## src/hdl/assert_macros.svh

```systemverilog
// Assertion helpers shared by the RTL. Each check is disabled while reset is held.
`ifndef ASSERT_MACROS_SVH
`define ASSERT_MACROS_SVH

// The consequent must hold in the same cycle as the antecedent.
`define ASSERT_IMPLIES(label, clk, rst_n, ante, cons) \
    label: assert property (@(posedge clk) disable iff (!(rst_n)) (ante) |-> (cons)) \
        else $error("assertion failed: same-cycle implication");

// The consequent must hold in the cycle after the antecedent.
`define ASSERT_NEXT(label, clk, rst_n, ante, cons) \
    label: assert property (@(posedge clk) disable iff (!(rst_n)) (ante) |=> (cons)) \
        else $error("assertion failed: next-cycle implication");

`endif

```

## src/hdl/jcpe_pkg.sv

```systemverilog
package jcpe_pkg;

    localparam int PKT_LEN = 7;
    localparam int IDX_W = $clog2(PKT_LEN);
    localparam logic [IDX_W-1:0] LAST_IDX = IDX_W'(PKT_LEN - 1);

    localparam int CMD_DEPTH = 2;
    localparam int PTR_W = $clog2(CMD_DEPTH);
    localparam int CNT_W = $clog2(CMD_DEPTH + 1);

    localparam logic [7:0] BYTE_HEAD = 8'hFE;
    localparam logic [7:0] BYTE_MID = 8'h80;
    localparam logic [7:0] BYTE_TAIL = 8'hFF;
    localparam logic [7:0] BYTE_FILL_3 = 8'h01;
    localparam logic [7:0] BYTE_FILL_4 = 8'h02;
    localparam logic [7:0] BYTE_FILL_5 = 8'h03;

    localparam logic [7:0] CODE_DRIVE = 8'h00;
    localparam logic [7:0] CODE_STOP = 8'h30;
    localparam logic [7:0] CODE_RIGHT = 8'h33;
    localparam logic [7:0] CODE_LEFT = 8'h34;

    localparam logic [11:0] BTN_NONE = 12'h000;
    localparam logic [11:0] BTN_STOP = 12'h001;
    localparam logic [11:0] BTN_TOGGLE = 12'h002;
    localparam logic [11:0] BTN_LEFT = 12'h004;
    localparam logic [11:0] BTN_RIGHT = 12'h008;

    localparam int CFG_ADDR_W = 1;
    localparam int CFG_DATA_W = 9;
    localparam logic [CFG_ADDR_W-1:0] CFG_DEADZONE_PLANAR = 1'd0;
    localparam logic [CFG_ADDR_W-1:0] CFG_DEADZONE_TWIST = 1'd1;
    localparam logic [8:0] DZ_PLANAR_RST = 9'd10;
    localparam logic [6:0] DZ_TWIST_RST = 7'd3;

    typedef struct packed {
        logic [9:0]  raw_x;
        logic [9:0]  raw_y;
        logic [7:0]  raw_z;
        logic [11:0] buttons;
    } t_in_word;

    typedef struct packed {
        logic [7:0] tx_byte;
        logic       last_byte;
    } t_out_word;

    typedef struct packed {
        logic [7:0] code;
        logic [7:0] b3;
        logic [7:0] b4;
        logic [7:0] b5;
    } t_cmd;

    typedef struct packed {
        logic             busy;
        logic [IDX_W-1:0] idx;
    } t_back_status;

    function automatic logic [7:0] pkt_byte(t_cmd c, logic [IDX_W-1:0] idx);
        logic [7:0] b;
        case (idx)
            3'd0:    b = BYTE_HEAD;
            3'd1:    b = c.code;
            3'd2:    b = BYTE_MID;
            3'd3:    b = c.b3;
            3'd4:    b = c.b4;
            3'd5:    b = c.b5;
            default: b = BYTE_TAIL;
        endcase
        return b;
    endfunction

endpackage

```

## src/hdl/joystick_command_packet_encoder.sv

```systemverilog
// Joystick command packet encoder.
// Input side is a queue write port: a sample word (X, Y, twist, buttons) is taken
// at a clock edge where push is high and full is low. Every sample updates the
// stored button word and the drive-enable flag; it may also start one 7-byte packet.
// Output side is a queue read port: while empty is low the oldest packet byte is
// shown, and pop takes it. The last_byte bit marks the 0xFF trailer of each packet.
// Configuration writes set the two deadzones and are taken at once when enabled.
// The front end classifies and scales a sample in the cycle it is accepted and
// writes a command into a two-entry queue. The back end serializes one byte per
// cycle into an output register while the receiver is not stalling it. The first
// byte of a packet passes through the queue and the back end's command register
// before it reaches the output register. Samples are taken every cycle while the
// command queue has room; byte-by-byte draining bounds the sustained packet rate.
// When the receiver stalls, the shown byte holds, the back end stops, and the
// queue fills; full rises once two commands wait behind the one in progress.
// Synchronous reset empties everything, clears the flag and the stored buttons,
// and restores deadzones of 10 (planar) and 3 (twist).
`include "assert_macros.svh"

module joystick_command_packet_encoder (
    input  logic                             i_clk,
    input  logic                             i_rst_n,
    input  logic                             i_cfg_we,
    input  logic [jcpe_pkg::CFG_ADDR_W-1:0]  i_cfg_addr,
    input  logic [jcpe_pkg::CFG_DATA_W-1:0]  i_cfg_data,
    input  logic                             push,
    output logic                             full,
    input  jcpe_pkg::t_in_word               i_in_word,
    output logic                             empty,
    input  logic                             pop,
    output jcpe_pkg::t_out_word              o_out_word
);

    logic                   accept;
    logic                   cmd_wr_valid;
    jcpe_pkg::t_cmd         cmd_wr;
    logic                   cmd_rd_valid;
    jcpe_pkg::t_cmd         cmd_rd;
    logic                   cmd_pop;
    jcpe_pkg::t_back_status back_status;

    assign accept = push && !full;

    jcpe_front u_front (
        .i_clk       (i_clk),
        .i_rst_n     (i_rst_n),
        .i_cfg_we    (i_cfg_we),
        .i_cfg_addr  (i_cfg_addr),
        .i_cfg_data  (i_cfg_data),
        .i_accept    (accept),
        .i_word      (i_in_word),
        .o_cmd_valid (cmd_wr_valid),
        .o_cmd       (cmd_wr)
    );

    jcpe_cmd_fifo u_fifo (
        .i_clk   (i_clk),
        .i_rst_n (i_rst_n),
        .i_push  (cmd_wr_valid),
        .i_cmd   (cmd_wr),
        .i_pop   (cmd_pop),
        .o_full  (full),
        .o_valid (cmd_rd_valid),
        .o_cmd   (cmd_rd)
    );

    jcpe_back u_back (
        .i_clk       (i_clk),
        .i_rst_n     (i_rst_n),
        .i_cmd_valid (cmd_rd_valid),
        .i_cmd       (cmd_rd),
        .o_cmd_pop   (cmd_pop),
        .i_pop       (pop),
        .o_empty     (empty),
        .o_word      (o_out_word),
        .o_status    (back_status)
    );

    // A full queue only builds up behind a packet that is still being sent.
    `ASSERT_IMPLIES(a_full_means_busy, i_clk, i_rst_n, full, back_status.busy)
    // A shown byte that is not the trailer leaves more of its packet to send.
    `ASSERT_IMPLIES(a_mid_packet_busy, i_clk, i_rst_n, !empty && !o_out_word.last_byte,
        back_status.busy)
    // The byte index never runs past the trailer.
    `ASSERT_IMPLIES(a_idx_range, i_clk, i_rst_n, back_status.busy,
        back_status.idx <= jcpe_pkg::LAST_IDX)
    // Taking a trailer with no packet in progress leaves the output empty.
    `ASSERT_NEXT(a_trailer_drains, i_clk, i_rst_n,
        pop && !empty && o_out_word.last_byte && !back_status.busy, empty)

endmodule

```

## src/hdl/jcpe_front.sv

```systemverilog
module jcpe_front (
    input  logic                             i_clk,
    input  logic                             i_rst_n,
    input  logic                             i_cfg_we,
    input  logic [jcpe_pkg::CFG_ADDR_W-1:0]  i_cfg_addr,
    input  logic [jcpe_pkg::CFG_DATA_W-1:0]  i_cfg_data,
    input  logic                             i_accept,
    input  jcpe_pkg::t_in_word               i_word,
    output logic                             o_cmd_valid,
    output jcpe_pkg::t_cmd                   o_cmd
);

    logic [8:0]  r_dz_planar;
    logic [6:0]  r_dz_twist;
    logic [11:0] r_prev;
    logic        r_drive;
    logic        n_drive;

    logic signed [10:0] dx;
    logic signed [10:0] dy;
    logic signed [8:0]  dz;
    logic [7:0]         sx_byte;
    logic [7:0]         sy_byte;
    logic [7:0]         sz_byte;
    logic               rel_stop;
    logic               rel_toggle;
    logic               rel_left;
    logic               rel_right;
    logic               emit;

    function automatic logic [7:0] scale_planar(logic signed [10:0] d, logic [8:0] zone);
        logic [10:0]        mag;
        logic signed [10:0] kept;
        logic signed [17:0] v;
        logic signed [17:0] q;
        mag = d[10] ? 11'(-d) : 11'(d);
        kept = (mag < {2'b00, zone}) ? 11'sd0 : d;
        v = 18'(kept) * 18'sd100 + 18'sd256;
        q = v[17] ? ((v + 18'sd511) >>> 9) : (v >>> 9);
        return 8'd128 + q[7:0];
    endfunction

    function automatic logic [7:0] scale_twist(logic signed [8:0] d, logic [6:0] zone);
        logic [8:0]         mag;
        logic signed [8:0]  kept;
        logic signed [15:0] v;
        logic signed [15:0] q;
        mag = d[8] ? 9'(-d) : 9'(d);
        kept = (mag < {2'b00, zone}) ? 9'sd0 : d;
        v = 16'(kept) * 16'sd100 + 16'sd64;
        q = v[15] ? ((v + 16'sd127) >>> 7) : (v >>> 7);
        return 8'd128 + q[7:0];
    endfunction

    always_comb begin
        dx = $signed({1'b0, i_word.raw_x}) - 11'sd512;
        dy = 11'sd512 - $signed({1'b0, i_word.raw_y});
        dz = $signed({1'b0, i_word.raw_z}) - 9'sd128;
        sx_byte = scale_planar(dx, r_dz_planar);
        sy_byte = scale_planar(dy, r_dz_planar);
        sz_byte = scale_twist(dz, r_dz_twist);
    end

    always_comb begin
        rel_stop = (r_prev == jcpe_pkg::BTN_STOP) && (i_word.buttons == jcpe_pkg::BTN_NONE);
        rel_toggle = (r_prev == jcpe_pkg::BTN_TOGGLE) && (i_word.buttons == jcpe_pkg::BTN_NONE);
        rel_left = (r_prev == jcpe_pkg::BTN_LEFT) && (i_word.buttons == jcpe_pkg::BTN_NONE);
        rel_right = (r_prev == jcpe_pkg::BTN_RIGHT) && (i_word.buttons == jcpe_pkg::BTN_NONE);
        n_drive = r_drive ^ rel_toggle;
        emit = 1'b1;
        o_cmd.code = jcpe_pkg::CODE_STOP;
        o_cmd.b3 = jcpe_pkg::BYTE_FILL_3;
        o_cmd.b4 = jcpe_pkg::BYTE_FILL_4;
        o_cmd.b5 = jcpe_pkg::BYTE_FILL_5;
        if (rel_stop) begin
            n_drive = 1'b0;
        end else if (n_drive) begin
            o_cmd.code = jcpe_pkg::CODE_DRIVE;
            o_cmd.b3 = sy_byte;
            o_cmd.b4 = sx_byte;
            o_cmd.b5 = sz_byte;
        end else if (rel_left) begin
            o_cmd.code = jcpe_pkg::CODE_LEFT;
        end else if (rel_right) begin
            o_cmd.code = jcpe_pkg::CODE_RIGHT;
        end else begin
            emit = 1'b0;
        end
        o_cmd_valid = i_accept && emit;
    end

    always_ff @(posedge i_clk) begin
        if (!i_rst_n) begin
            r_dz_planar <= jcpe_pkg::DZ_PLANAR_RST;
            r_dz_twist <= jcpe_pkg::DZ_TWIST_RST;
            r_prev <= jcpe_pkg::BTN_NONE;
            r_drive <= 1'b0;
        end else begin
            if (i_cfg_we) begin
                case (i_cfg_addr)
                    jcpe_pkg::CFG_DEADZONE_PLANAR: r_dz_planar <= i_cfg_data;
                    jcpe_pkg::CFG_DEADZONE_TWIST:  r_dz_twist <= i_cfg_data[6:0];
                    default: ;
                endcase
            end
            if (i_accept) begin
                r_prev <= i_word.buttons;
                r_drive <= n_drive;
            end
        end
    end

endmodule

```

## src/hdl/jcpe_cmd_fifo.sv

```systemverilog
module jcpe_cmd_fifo (
    input  logic           i_clk,
    input  logic           i_rst_n,
    input  logic           i_push,
    input  jcpe_pkg::t_cmd i_cmd,
    input  logic           i_pop,
    output logic           o_full,
    output logic           o_valid,
    output jcpe_pkg::t_cmd o_cmd
);

    jcpe_pkg::t_cmd                r_mem [jcpe_pkg::CMD_DEPTH];
    logic [jcpe_pkg::PTR_W-1:0]    r_wr_ptr;
    logic [jcpe_pkg::PTR_W-1:0]    r_rd_ptr;
    logic [jcpe_pkg::CNT_W-1:0]    r_count;
    logic                          do_push;
    logic                          do_pop;

    assign o_full = (r_count == jcpe_pkg::CNT_W'(jcpe_pkg::CMD_DEPTH));
    assign o_valid = (r_count != '0);
    assign o_cmd = r_mem[r_rd_ptr];
    assign do_push = i_push && !o_full;
    assign do_pop = i_pop && o_valid;

    always_ff @(posedge i_clk) begin
        if (do_push) begin
            r_mem[r_wr_ptr] <= i_cmd;
        end
    end

    always_ff @(posedge i_clk) begin
        if (!i_rst_n) begin
            r_wr_ptr <= '0;
            r_rd_ptr <= '0;
            r_count <= '0;
        end else begin
            if (do_push) begin
                r_wr_ptr <= r_wr_ptr + 1'b1;
            end
            if (do_pop) begin
                r_rd_ptr <= r_rd_ptr + 1'b1;
            end
            case ({do_push, do_pop})
                2'b10:   r_count <= r_count + 1'b1;
                2'b01:   r_count <= r_count - 1'b1;
                default: r_count <= r_count;
            endcase
        end
    end

endmodule

```

## src/hdl/jcpe_back.sv

```systemverilog
module jcpe_back (
    input  logic                   i_clk,
    input  logic                   i_rst_n,
    input  logic                   i_cmd_valid,
    input  jcpe_pkg::t_cmd         i_cmd,
    output logic                   o_cmd_pop,
    input  logic                   i_pop,
    output logic                   o_empty,
    output jcpe_pkg::t_out_word    o_word,
    output jcpe_pkg::t_back_status o_status
);

    jcpe_pkg::t_cmd                r_cmd;
    logic                          r_busy;
    logic [jcpe_pkg::IDX_W-1:0]    r_idx;
    logic                          r_out_valid;
    jcpe_pkg::t_out_word           r_out_word;
    logic                          out_ready;
    logic                          finishing;

    assign out_ready = !r_out_valid || i_pop;
    assign finishing = r_busy && out_ready && (r_idx == jcpe_pkg::LAST_IDX);
    assign o_cmd_pop = i_cmd_valid && (!r_busy || finishing);
    assign o_empty = !r_out_valid;
    assign o_word = r_out_word;
    assign o_status.busy = r_busy;
    assign o_status.idx = r_idx;

    always_ff @(posedge i_clk) begin
        if (o_cmd_pop) begin
            r_cmd <= i_cmd;
        end
        if (r_busy && out_ready) begin
            r_out_word.tx_byte <= jcpe_pkg::pkt_byte(r_cmd, r_idx);
            r_out_word.last_byte <= (r_idx == jcpe_pkg::LAST_IDX);
        end
    end

    always_ff @(posedge i_clk) begin
        if (!i_rst_n) begin
            r_busy <= 1'b0;
            r_idx <= '0;
            r_out_valid <= 1'b0;
        end else begin
            if (r_busy && out_ready) begin
                r_out_valid <= 1'b1;
            end else if (i_pop) begin
                r_out_valid <= 1'b0;
            end
            if (o_cmd_pop) begin
                r_busy <= 1'b1;
                r_idx <= '0;
            end else begin
                if (finishing) begin
                    r_busy <= 1'b0;
                end
                if (r_busy && out_ready) begin
                    r_idx <= r_idx + 1'b1;
                end
            end
        end
    end

endmodule

```

## config.mk

```make
export PLATFORM = sky130hd
export DESIGN_NAME = joystick_command_packet_encoder
export DESIGN_NICKNAME = d
export VERILOG_FILES = /design/src/hdl/jcpe_pkg.sv /design/src/hdl/joystick_command_packet_encoder.sv /design/src/hdl/jcpe_front.sv /design/src/hdl/jcpe_cmd_fifo.sv /design/src/hdl/jcpe_back.sv
export VERILOG_INCLUDE_DIRS = /design/src /design/src/hdl
export SDC_FILE = /design/constraint.sdc
export NUM_CORES = 1
export LEC_CHECK = 0
export BUFFER_PORTS_ARGS = -buffer_cell sky130_fd_sc_hd__buf_2
export CORE_ASPECT_RATIO = 1.75
export CORE_MARGIN = 2
export CORE_UTILIZATION = 40
export DETAILED_ROUTE_END_ITERATION = 8
export GPL_ROUTABILITY_DRIVEN = 0
export HOLD_SLACK_MARGIN = 0.12
export SYNTH_ARGS = -nofsm -noshare
export SYNTH_HDL_FRONTEND = slang
export SYNTH_SLANG_ARGS = --single-unit
```

## constraint.sdc

```tcl
create_clock -name i_clk -period 10.6 [get_ports i_clk]
set_input_delay 1.06 -clock i_clk [delete_from_list [all_inputs] [get_ports i_clk]]
set_output_delay 1.06 -clock i_clk [all_outputs]
set_load 0.005 [all_outputs]
```

Yosys cells after proc, flatten, opt, wreduce, memory -nomap -nowiden
Memories as Yosys holds them, arrays and structs flattened. A register that Yosys moved wholly into a read port is not among the register bits.
Index checks and enable logic that the tools add are counted.
{ "totals": {"reg_bits": 47, "ram_bits": 64, "inputBits": 55, "output_inout_bits": 11, "word_cells": 107, "n_memories": 1} }
{ "mem_list": {"columns": ["name", "words", "width", "rd", "rd_clocked_by_memory_dff", "wr", "line", "rtl"], "rows": [
  ["u_fifo.r_mem", 2, 32, 1, 1, 1, "jcpe_cmd_fifo.sv:12", "jcpe_pkg::t_cmd r_mem [jcpe_pkg::CMD_DEPTH];"]
]} }
{ "classes": {"add_sub_neg": 20, "multipliers": 3, "n_lt_le_gt_ge": 3, "n_eq_ne": 13, "mux": 27, "n_bitwise": 3, "n_reduce_logical": 25} }
{ "op_table": {"columns": ["operator", "n"], "rows": [
  ["case mux 8 bit (6 select lines)", 1],
  ["2-to-1 mux 11 bit", 4],
  ["2-to-1 mux 8 bit", 5],
  ["adder 18 x 10 -> 18 bit (second input constant)", 2],
  ["adder 17 x 10 -> 17 bit (second input constant)", 2],
  ["multiplier 11 x 6 -> 16 bit (second input constant)", 2],
  ["2-to-1 mux 32 bit", 1],
  ["adder 8 bit (first input constant)", 3],
  ["2-to-1 mux 24 bit", 1],
  ["less-than comparator 11 x 9 -> 1 bit", 2],
  ["negator 11 bit", 2],
  ["2-to-1 mux 9 bit", 2],
  ["adder 16 x 8 -> 16 bit (second input constant)", 1],
  ["adder 15 x 8 -> 15 bit (second input constant)", 1],
  ["multiplier 9 x 6 -> 14 bit (second input constant)", 1],
  ["equality test 12 x 1 -> 1 bit (second input constant)", 1],
  ["equality test 12 x 2 -> 1 bit (second input constant)", 1],
  ["equality test 12 x 3 -> 1 bit (second input constant)", 1],
  ["equality test 12 x 4 -> 1 bit (second input constant)", 1],
  ["logical NOT 12 bit", 1],
  ["logical AND 1 bit", 11],
  ["2-to-1 mux 1 bit", 11],
  ["subtractor 10 x 10 -> 11 bit (first input constant)", 1],
  ["subtractor 10 x 10 -> 11 bit (second input constant)", 1],
  ["22 further kinds", 35]
]} }

Longest topological paths before layout
Gate-level depths: netlist of run 1.
{ "depth": {"depth_word": 12, "depth_mapped": 34, "ltp_nobuf": 32} }

Cells and area by module
A second synthesis of run 1 with hierarchy kept.
{ "hier_totals": {"hier_cells": 1175, "area_unflattened_um2": 11549.8} }
{ "modules_own_cells": {"columns": ["mod", "instances", "cells_per_inst", "area_per_inst_um2", "seq_area_each_um2"], "rows": [
  ["jcpe_front", 1, 936, 7196.9, 580.6],
  ["jcpe_cmd_fifo", 1, 126, 2539.9, 2021.9],
  ["jcpe_back", 1, 112, 1799.2, 1331.3],
  ["joystick_command_packet_encoder", 1, 1, 13.8, 0.0]
]} }

Worst setup path after synthesis of run 1
No wires, ideal clock.
{ "synth_timing": {"path_kind": "input port to flip-flop", "from": "input i_in_word[20] (netlist name)", "to": "memory u_fifo.r_mem[0][16] (netlist name) (data pin)", "setup_ns": 0.271, "t_arrival_ns": 8.095, "required_time_ns": 10.329, "setup_slack_ns": 2.234, "path_stages": 32, "path_buffers": 1, "path_cell_list": "clkbuf_1 -> inv_1 -> ha_1 -> nor3b_1 -> nand2_1 -> xnor2_1 -> a31oi_1 -> xnor2_1 -> nand2_1 -> o21ai_0 -> ha_1 -> a21oi_1 -> o21ai_0 -> a22o_1 -> nor2_2 -> nor2b_1 -> ha_1 -> inv_1 -> fa_1 -> inv_1 -> ha_1 -> ha_1 -> fa_1 -> a211o_1 -> a2111o_1 -> o311ai_0 -> nand2_1 -> nor3_1 -> nand3_1 -> xnor2_4 -> o21ai_0 -> or3b_1"} }
{ "synth_lines": {"columns": ["element", "line", "rtl"], "rows": [
  ["start: declaration", "joystick_command_packet_encoder.sv:28", "input jcpe_pkg::t_in_word i_in_word,"],
  ["end: declaration", "jcpe_cmd_fifo.sv:12", null]
]} }

==> metrics.md, run 1 <==
| Metric | Value |
|---|---|
| Outcome | `completed` |
| Clk_skew | `between 0.009 and 0.01 ns` |
| Area occupied by multi-input gates | `roughly 6700 sq um` |
| #FFs+latches synth | `128` |
| Worst Hold End | `u_front.r_prev[10]` |
| PD cells | `between 200 and 300 nW/um^2` |
| Critical path depth | `32` |
| Achievable Freq | `about 0.11 GHz` |
| Total CTS buffers | `17` |
| Width of the die | `128 um` |
| Core Box Area | `26500 sq um` |
| Sum of buffers and inverters on the critical path | `5` |
| Post-synthesis instance total | `1140` |
| FF/Latch Area | `3460 sq um` |
| Post-cts resize count | `0` |
| H-tree level count | `4` |
| Share of layout cells above drive strength 1 | `12.6%` |
| First-pass GRT wire length | `37700 um` |
| DRT Pass-1 Iters | `6` |
| Clock Sinks | `128` |
| Area Overhead vs Synth | `12.3%` |
| Final Instance Area | `approximately 12000 sq um` |
| Slew @ Worst Pin | `1.06 ns` |
| Largest delay share family, worst path | `simple AND/OR/NAND/NOR gates` |
| Reg clk slew, reported paths | `0.06 ns` |
| Slowest-stage cell, CP | `nor3b_1` |
| DP HPWL | `18300 um` |
| GRT Util Overall | `16.8%` |
| Vias after detailed routing | `8126` |
| Cell variety after synth | `70` |
| Hold Path Class | `reg -> reg` |
| Average cell area after synthesis | `9.38 sq um` |
| Routed WL | `roughly 23000 um` |
| Dominant synthesized flop cell | `edfxtp_1` |
| Final Max Slew Viols | `0` |
| Final TNS setup | `0 ns` |
| RSZ-0062 raised after global routing | `false` |
| Max Cap Violations | `0` |
| Antenna-violating nets left | `0` |
| Most frequent CP cell | `ha_1` |
| Clock Latency Late Sink | `between 0.4 and 0.5 ns` |
| Die Area | `28100 sq um` |
| Avg WL per Cell | `14.7 um` |
| Hold-fix buffer count after cts | `0` |
| Leak pwr | `0.00507 uW` |
| R2R Path Start | `u_front.r_dz_planar[2]` |
| Largest net degree at the start of global routing | `37` |
| Root Buffer Master | `clkbuf_16` |
| Req. time, crit path | `10.76 ns` |
| CP Capture Type | `flop` |
| EDFF count, synth | `90` |
| Hold Violations, Final | `0` |
| Worst Hold Depth | `2` |
| Post-synth ARST share | `0%` |
| Initial antenna violation count | `0` |
| Post-route minimum period | `8.85 ns` |
| Port bufs | `65` |
| Reg2reg end | `u_fifo.r_mem[0][10]` |
| TritonCTS clock tree | `built` |
| Number of I/O pins | `66` |
| FP Rows | `79` |
| Vias in the first global route | `around 8000` |
| Min-delay src | `u_front.r_prev[10]` |
| Total power | `3040 uW` |
| Filler instances | `2579` |
| Critical Path Fanout Max | `10` |
| Hold_ws | `0.465 ns` |
| Slew headroom | `29.5%` |
| Mapped Nets | `1356` |
| Setup Crit Path Kind | `in -> reg` |
| Global route overflow | `0` |
| Placed Area | `11300 sq um` |
| N_diodes | `0` |
| Seq/Total Area, Yosys | `32.4%` |
| Startpoint types | `primary input` |
| Height of the die | `220 um` |
| Worst IR drop on VDD | `0.126 mV` |
| Worst EP arrival | `9.01 ns` |
| DRT iter0 DRCs | `215` |
| R2R Setup Slk | `3.94 ns` |
| Max clock buf depth | `2` |
| Via/cell ratio | `5.29` |
| Tcrit/Tclk final | `a little over four fifths` |
| Max stage delay on crit path | `0.70 ns` |
| Setup Buffers After CTS | `0` |
| Synthesized area | `10700 sq um` |
| Final #Nets | `roughly 1400` |
| Final setup viols | `0` |
| Yosys warnings | `0` |
| DRC viols | `0` |
| Initial Util | `40.4%` |
| R2r worst-path depth | `22` |
## worst max-delay path by stage
stage	slack, ns	startpoint	to
after detailed placement	1.31	i_in_word[20]	u_fifo.r_mem[0][16]
after global routing	1.11	i_in_word[20]	u_fifo.r_mem[1][22]
after global placement	1.55	i_in_word[20]	u_fifo.r_mem[0][16]
after CTS	1.75	i_in_word[20]	u_fifo.r_mem[1][16]
after floorplan	2.23	i_in_word[20]	u_fifo.r_mem[0][16]
final	1.75	i_in_word[20]	u_fifo.r_mem[1][16]
## layout make-up
cell class                 count  share of cell area, %
clock inverter                15                   1.93
inverter                     122                   3.81
sequential                   128                   28.8
timing repair buffer          69                   2.96
clock buffer                  17                   3.54
multi-input combinational    861                   55.5
tap                          324                   3.38
## placed cells by master (no fill, tap or decap), types with 11 or more instances in the layout
cell type and count:
inv_1 122, nor3b_1 13, nor4_1 16, nand2_1 106, nand2b_1 14, nor3_1 31
mux2_2 31, nand3_1 30, buf_2 65, a21oi_1 43, o21a_1 13, nor2_1 74
nor2b_1 15, o21ai_0 41, dfxtp_1 38, edfxtp_1 90, a21boi_0 30, clkbuf_16 17
xor2_1 31, a21o_1 14, xnor2_1 60, a211oi_1 11, ha_1 138, fa_1 23
## stage by stage
| step | utilization [%] | std cells | setup WS, ns |
|---|---|---|---|
| 5_1_grt | 45.3 | 1536 | 1.11 |
| 6_report | 45.3 | 1536 | 1.75 |
| 4_1_cts | 45.3 | 1536 | 1.75 |
| 2_1_floorplan | - | 1140 | 2.23 |
| 3_3_place_gp | 42.8 | 1504 | 1.55 |
| 3_5_place_dp | 42.8 | 1504 | 1.31 |
## metal layers
metal / routed length, um / global-route usage, % / up-vias / share of wire, %
li1: - / - / 4152 / -
met1: 8630 / 16.7 / 3833 / 38
met2: 12900 / 34.0 / 104 / 57
met3: 400 / 2.08 / 37 / 1.8
met4: 645 / 7.44 / 0 / 2.9
met5: 0 / 0 / - / 0
## worst reg2reg max path: stages, from the launching register on
cell and delay [ns]:
dfxtp_1 0.33, inv_1 0.11, ha_1 0.33, a21o_1 0.18, a31oi_1 0.14, o21ai_0 0.18
a41oi_1 0.29, o21a_1 0.28, nor2b_1 0.12, ha_1 0.33, fa_1 0.47, ha_1 0.31
ha_1 0.23, inv_1 0.08, fa_1 0.46, a2111o_1 0.42, a2111oi_0 0.52, and4_1 0.32
a21boi_0 0.26, mux2i_1 0.51, nor3_1 0.19, and4_1 0.24, nor3_1 0.19
## report_power, final
part	switching [uW]	internal [uW]	leakage, uW
sequential	35.9	679	0.00114
combinational	1000	671	0.00363
clock	228	420	0.000310
total	1270	1770	0.00507
## synthesized netlist by cell type (all sizes together) (5+ instances only)
library cell | count | share of area (%)
nor2b | 15 | 0.88
nor3b | 14 | 1.1
o211ai | 8 | 0.56
a21o | 14 | 0.98
o21ai | 42 | 2.1
and2 | 10 | 0.59
o21a | 13 | 0.91
nand2 | 106 | 3.7
nand3 | 30 | 1.4
or3 | 9 | 0.53
a31oi | 9 | 0.53
a22oi | 5 | 0.40
inv | 122 | 4.3
nor2 | 76 | 2.7
fa | 23 | 4.3
clkbuf | 28 | 0.98
nand2b | 14 | 0.82
nor3 | 33 | 1.6
dfxtp | 38 | 7.1
ha | 138 | 16
xor2 | 31 | 2.5
edfxtp | 90 | 25
a21oi | 44 | 2.1
a211oi | 11 | 0.77
nand4 | 8 | 0.47
nor4 | 16 | 0.94
xnor2 | 62 | 5.3
or4 | 5 | 0.39
nand3b | 5 | 0.35
a21boi | 30 | 2.1
mux2 | 32 | 3.4
## kinds of logic after synthesis
family                     Yosys count  synth area share [%]
muxes                               36                  3.78
buffers and inverters              151                  5.31
adders and majority gates          161                  20.5
DFF                                128                  32.4
AOI/OAI and AO/OA                  216                  13.7
xor gates and xnor gates            93                  7.86
and+or+nand+nor                    355                  16.5
## sequential cells by signal (all words and copies together) (netlist names), 2 cells and up
register and cells:
u_back.o_word 9, u_fifo.r_mem 54, u_front.r_prev 12, u_back.r_idx 3, u_front.r_dz_twist 7, u_fifo.r_count 2, u_back.r_cmd 27, u_front.r_dz_planar 9
(Power assumes the default switching activity.)
==> run 2, diff against run 1 <==
==> constraint.sdc (replaced) <==
create_clock -name i_clk -period 8.5 [get_ports i_clk]
set_input_delay 0.85 -clock i_clk [delete_from_list [all_inputs] [get_ports i_clk]]
set_output_delay 0.85 -clock i_clk [all_outputs]
set_load 0.005 [all_outputs]
==> run 2 against run 1 <==
  * Non-clock buffer count up 14
  * Setup slack got worse by 1.2 ns
  * Cell area increased by 0.77%
  * Combinational power rose by 28%
  * Clock power grew 19%
  * Sequential share of layout area decreased by 0.22 points
  * Critical path depth is 1 lower
  * Clock skew fell by 0.0019 ns
  * Global-route usage is 0.17 points higher
  * Routed wire length rose by 1.4%
  * Core utilization increased by 0.35 points
  * Sequential cell count stayed put
  * Critical endpoint is now u_fifo.r_mem[1][22]
  * Highest routed layer unchanged
==> metrics.md, run 2 (synthesis results as in run 1) <==
| Metric | Value |
|---|---|
| Reg clk slew, reported paths | `approximately 0.06 ns` |
| Cells after DPL | `1518` |
| Slew @ Worst Pin | `1.05 ns` |
| Share of layout cells above drive strength 1 | `approximately 14%` |
| Total CTS buffers | `17` |
| Clock Sinks | `about 130` |
| Width of the die | `128 um` |
| Hold_ws | `0.461 ns` |
| Req. time, crit path | `8.70 ns` |
| Hold Path Class | `reg -> reg` |
| Reg power frac | `between 20% and 30%` |
| Post-Layout Cell Count | `approximately 1600` |
| Combinational Power Share | `between 50% and 60%` |
| Hold Violations, Final | `0` |
| Clk_skew | `0.00737 ns` |
| FP Rows | `79` |
| Leak pwr | `0.00513 uW` |
| Largest net degree at the start of global routing | `37` |
| Die Area | `28100 sq um` |
| Number of I/O pins | `66` |
| Worst IR drop on VDD | `0.175 mV` |
| PD cells | `314 nW/um^2` |
| Post-cts resize count | `0` |
| GRT Util Overall | `16.9%` |
| Sw frac | `41.9%` |
| Via/cell ratio | `5.25` |
| Most flops, register | `u_fifo.r_mem` |
| Vias after detailed routing | `a little over 8000` |
| Avg WL per Cell | `about 15 um` |
| Switch Pwr | `1590 uW` |
| Root Buffer Master | `clkbuf_16` |
| Slowest-stage cell, CP | `or4_1` |
| Slew headroom | `29.5%` |
| TritonCTS clock tree | `built` |
| Final setup viols | `0` |
| Pint | `around 2200 uW` |
| DRT iter0 DRCs | `247` |
| Final Max Slew Viols | `0` |
| Tcrit/Tclk final | `92.9%` |
| DRC viols | `0` |
| Hold-fix buffer count after cts | `0` |
| DP Worst Slack | `0.0888 ns` |
| Setup Buffers After CTS | `0` |
| Achievable Freq | `~0.13 GHz` |
| Routed WL | `22900 um` |
| Final TNS setup | `0 ns` |
| Fin worst setup slack | `~0.6 ns` |
| Worst EP arrival | `8.10 ns` |
| Vias in the first global route | `8232` |
| Max Cap Violations | `0` |
| CP Capture Type | `flop` |
| Clk pwr share | `20.4%` |
| Max stage delay on crit path | `0.56 ns` |
| DP HPWL | `between 15000 and 20000 um` |
| Initial antenna violation count | `0` |
| Antenna-violating nets left | `0` |
| Outcome | `completed` |
| Setup Crit Path Kind | `in -> reg` |
| Clock Latency Late Sink | `~0.42 ns` |
| Area Overhead vs Synth | `13.2%` |
| Final #Nets | `1429` |
| Largest register FFs | `54` |
| Post-route minimum period | `7.90 ns` |
| Most frequent CP cell | `ha_1` |
| Top flop regs | `u_fifo.r_mem (54), u_back.r_cmd (27), u_front.r_prev (12)` |
| Startpoint types | `primary input` |
| Max clock buf depth | `2` |
| Most frequent cells in the layout | `ha_1, inv_1, nand2_1` |
| RSZ-0062 raised after global routing | `false` |
| Initial Util | `40.4%` |
| Core Box Area | `between 20000 and 30000 sq um` |
| N_diodes | `0` |
| Most common cell after layout, fill and taps aside | `ha_1` |
| Port bufs | `between 60 and 70` |
| H-tree level count | `4` |
| Critical Path Fanout Max | `6` |
| DRT Pass-1 Iters | `5` |
| Global route overflow | `0` |
| First-pass GRT wire length | `38400 um` |
| Height of the die | `220 um` |
-- run 2: path summary, 6_finish.rpt --
path | from | to | slack (ns) | cells past startpoint
min reg2reg | u_front.r_prev[10] | u_front.r_prev[10] | 0.46 | 2
min | u_front.r_prev[10] | u_front.r_prev[10] | 0.46 | 2
max | i_in_word[22] | u_fifo.r_mem[1][22] | 0.60 | 31
max reg2reg | u_front.r_dz_planar[2] | u_fifo.r_mem[0][10] | 1.90 | 22
-- run 2: layout make-up --
| cell class | instances | area [sq um] |
|---|---|---|
| Sequential cell | 128 | 3460 |
| Tap cell | 324 | 405 |
| Multi-Input combinational cell | 861 | 6680 |
| Clock buffer | 18 | 429 |
| Inverter | 122 | 458 |
| Timing Repair Buffer | 83 | 460 |
| Fill cell | 2571 | 14400 |
| Clock inverter | 14 | 205 |
-- run 2: power by group through the flow --
stage	clock [uW]	combinational, uW	sequential (uW)
final	775	2130	894
after detailed placement	0	2130	908
after global routing	818	2430	904
after global placement	0	2100	905
after floorplan	0	1660	885
after CTS	794	2140	896
-- run 2: metal layers --
layer / GRT usage, % / vias to the layer above / wire [um]
met5: 0 / - / 0
met4: 6.78 / 0 / 665
met3: 1.81 / 34 / 368
met2: 35.5 / 95 / 13300
met1: 16.3 / 3826 / 8570
li1: - / 4188 / -
-- run 2: critical path, delay by kind of cell --
family                   cells  cell delay (ns)
AO/OA/AOI/OAI                9             1.92
XOR/XNOR                     3             0.42
adder cells (fa/ha/maj)      6             2.03
buffers and inverters        3             0.23
AND/OR/NAND/NOR             10             2.64
-- run 2: through the flow --
| stage | instance area, sq um | util [%] | total power (uW) |
|---|---|---|---|
| 6_report | 12100 | 45.7 | 3790 |
| 5_1_grt | 12100 | 45.7 | 4150 |
| 4_1_cts | 12100 | 45.6 | 3830 |
| 3_5_place_dp | 11500 | 43.2 | 3030 |
| 3_3_place_gp | 11500 | 43.2 | 3000 |
| 2_1_floorplan | 10700 | - | 2540 |
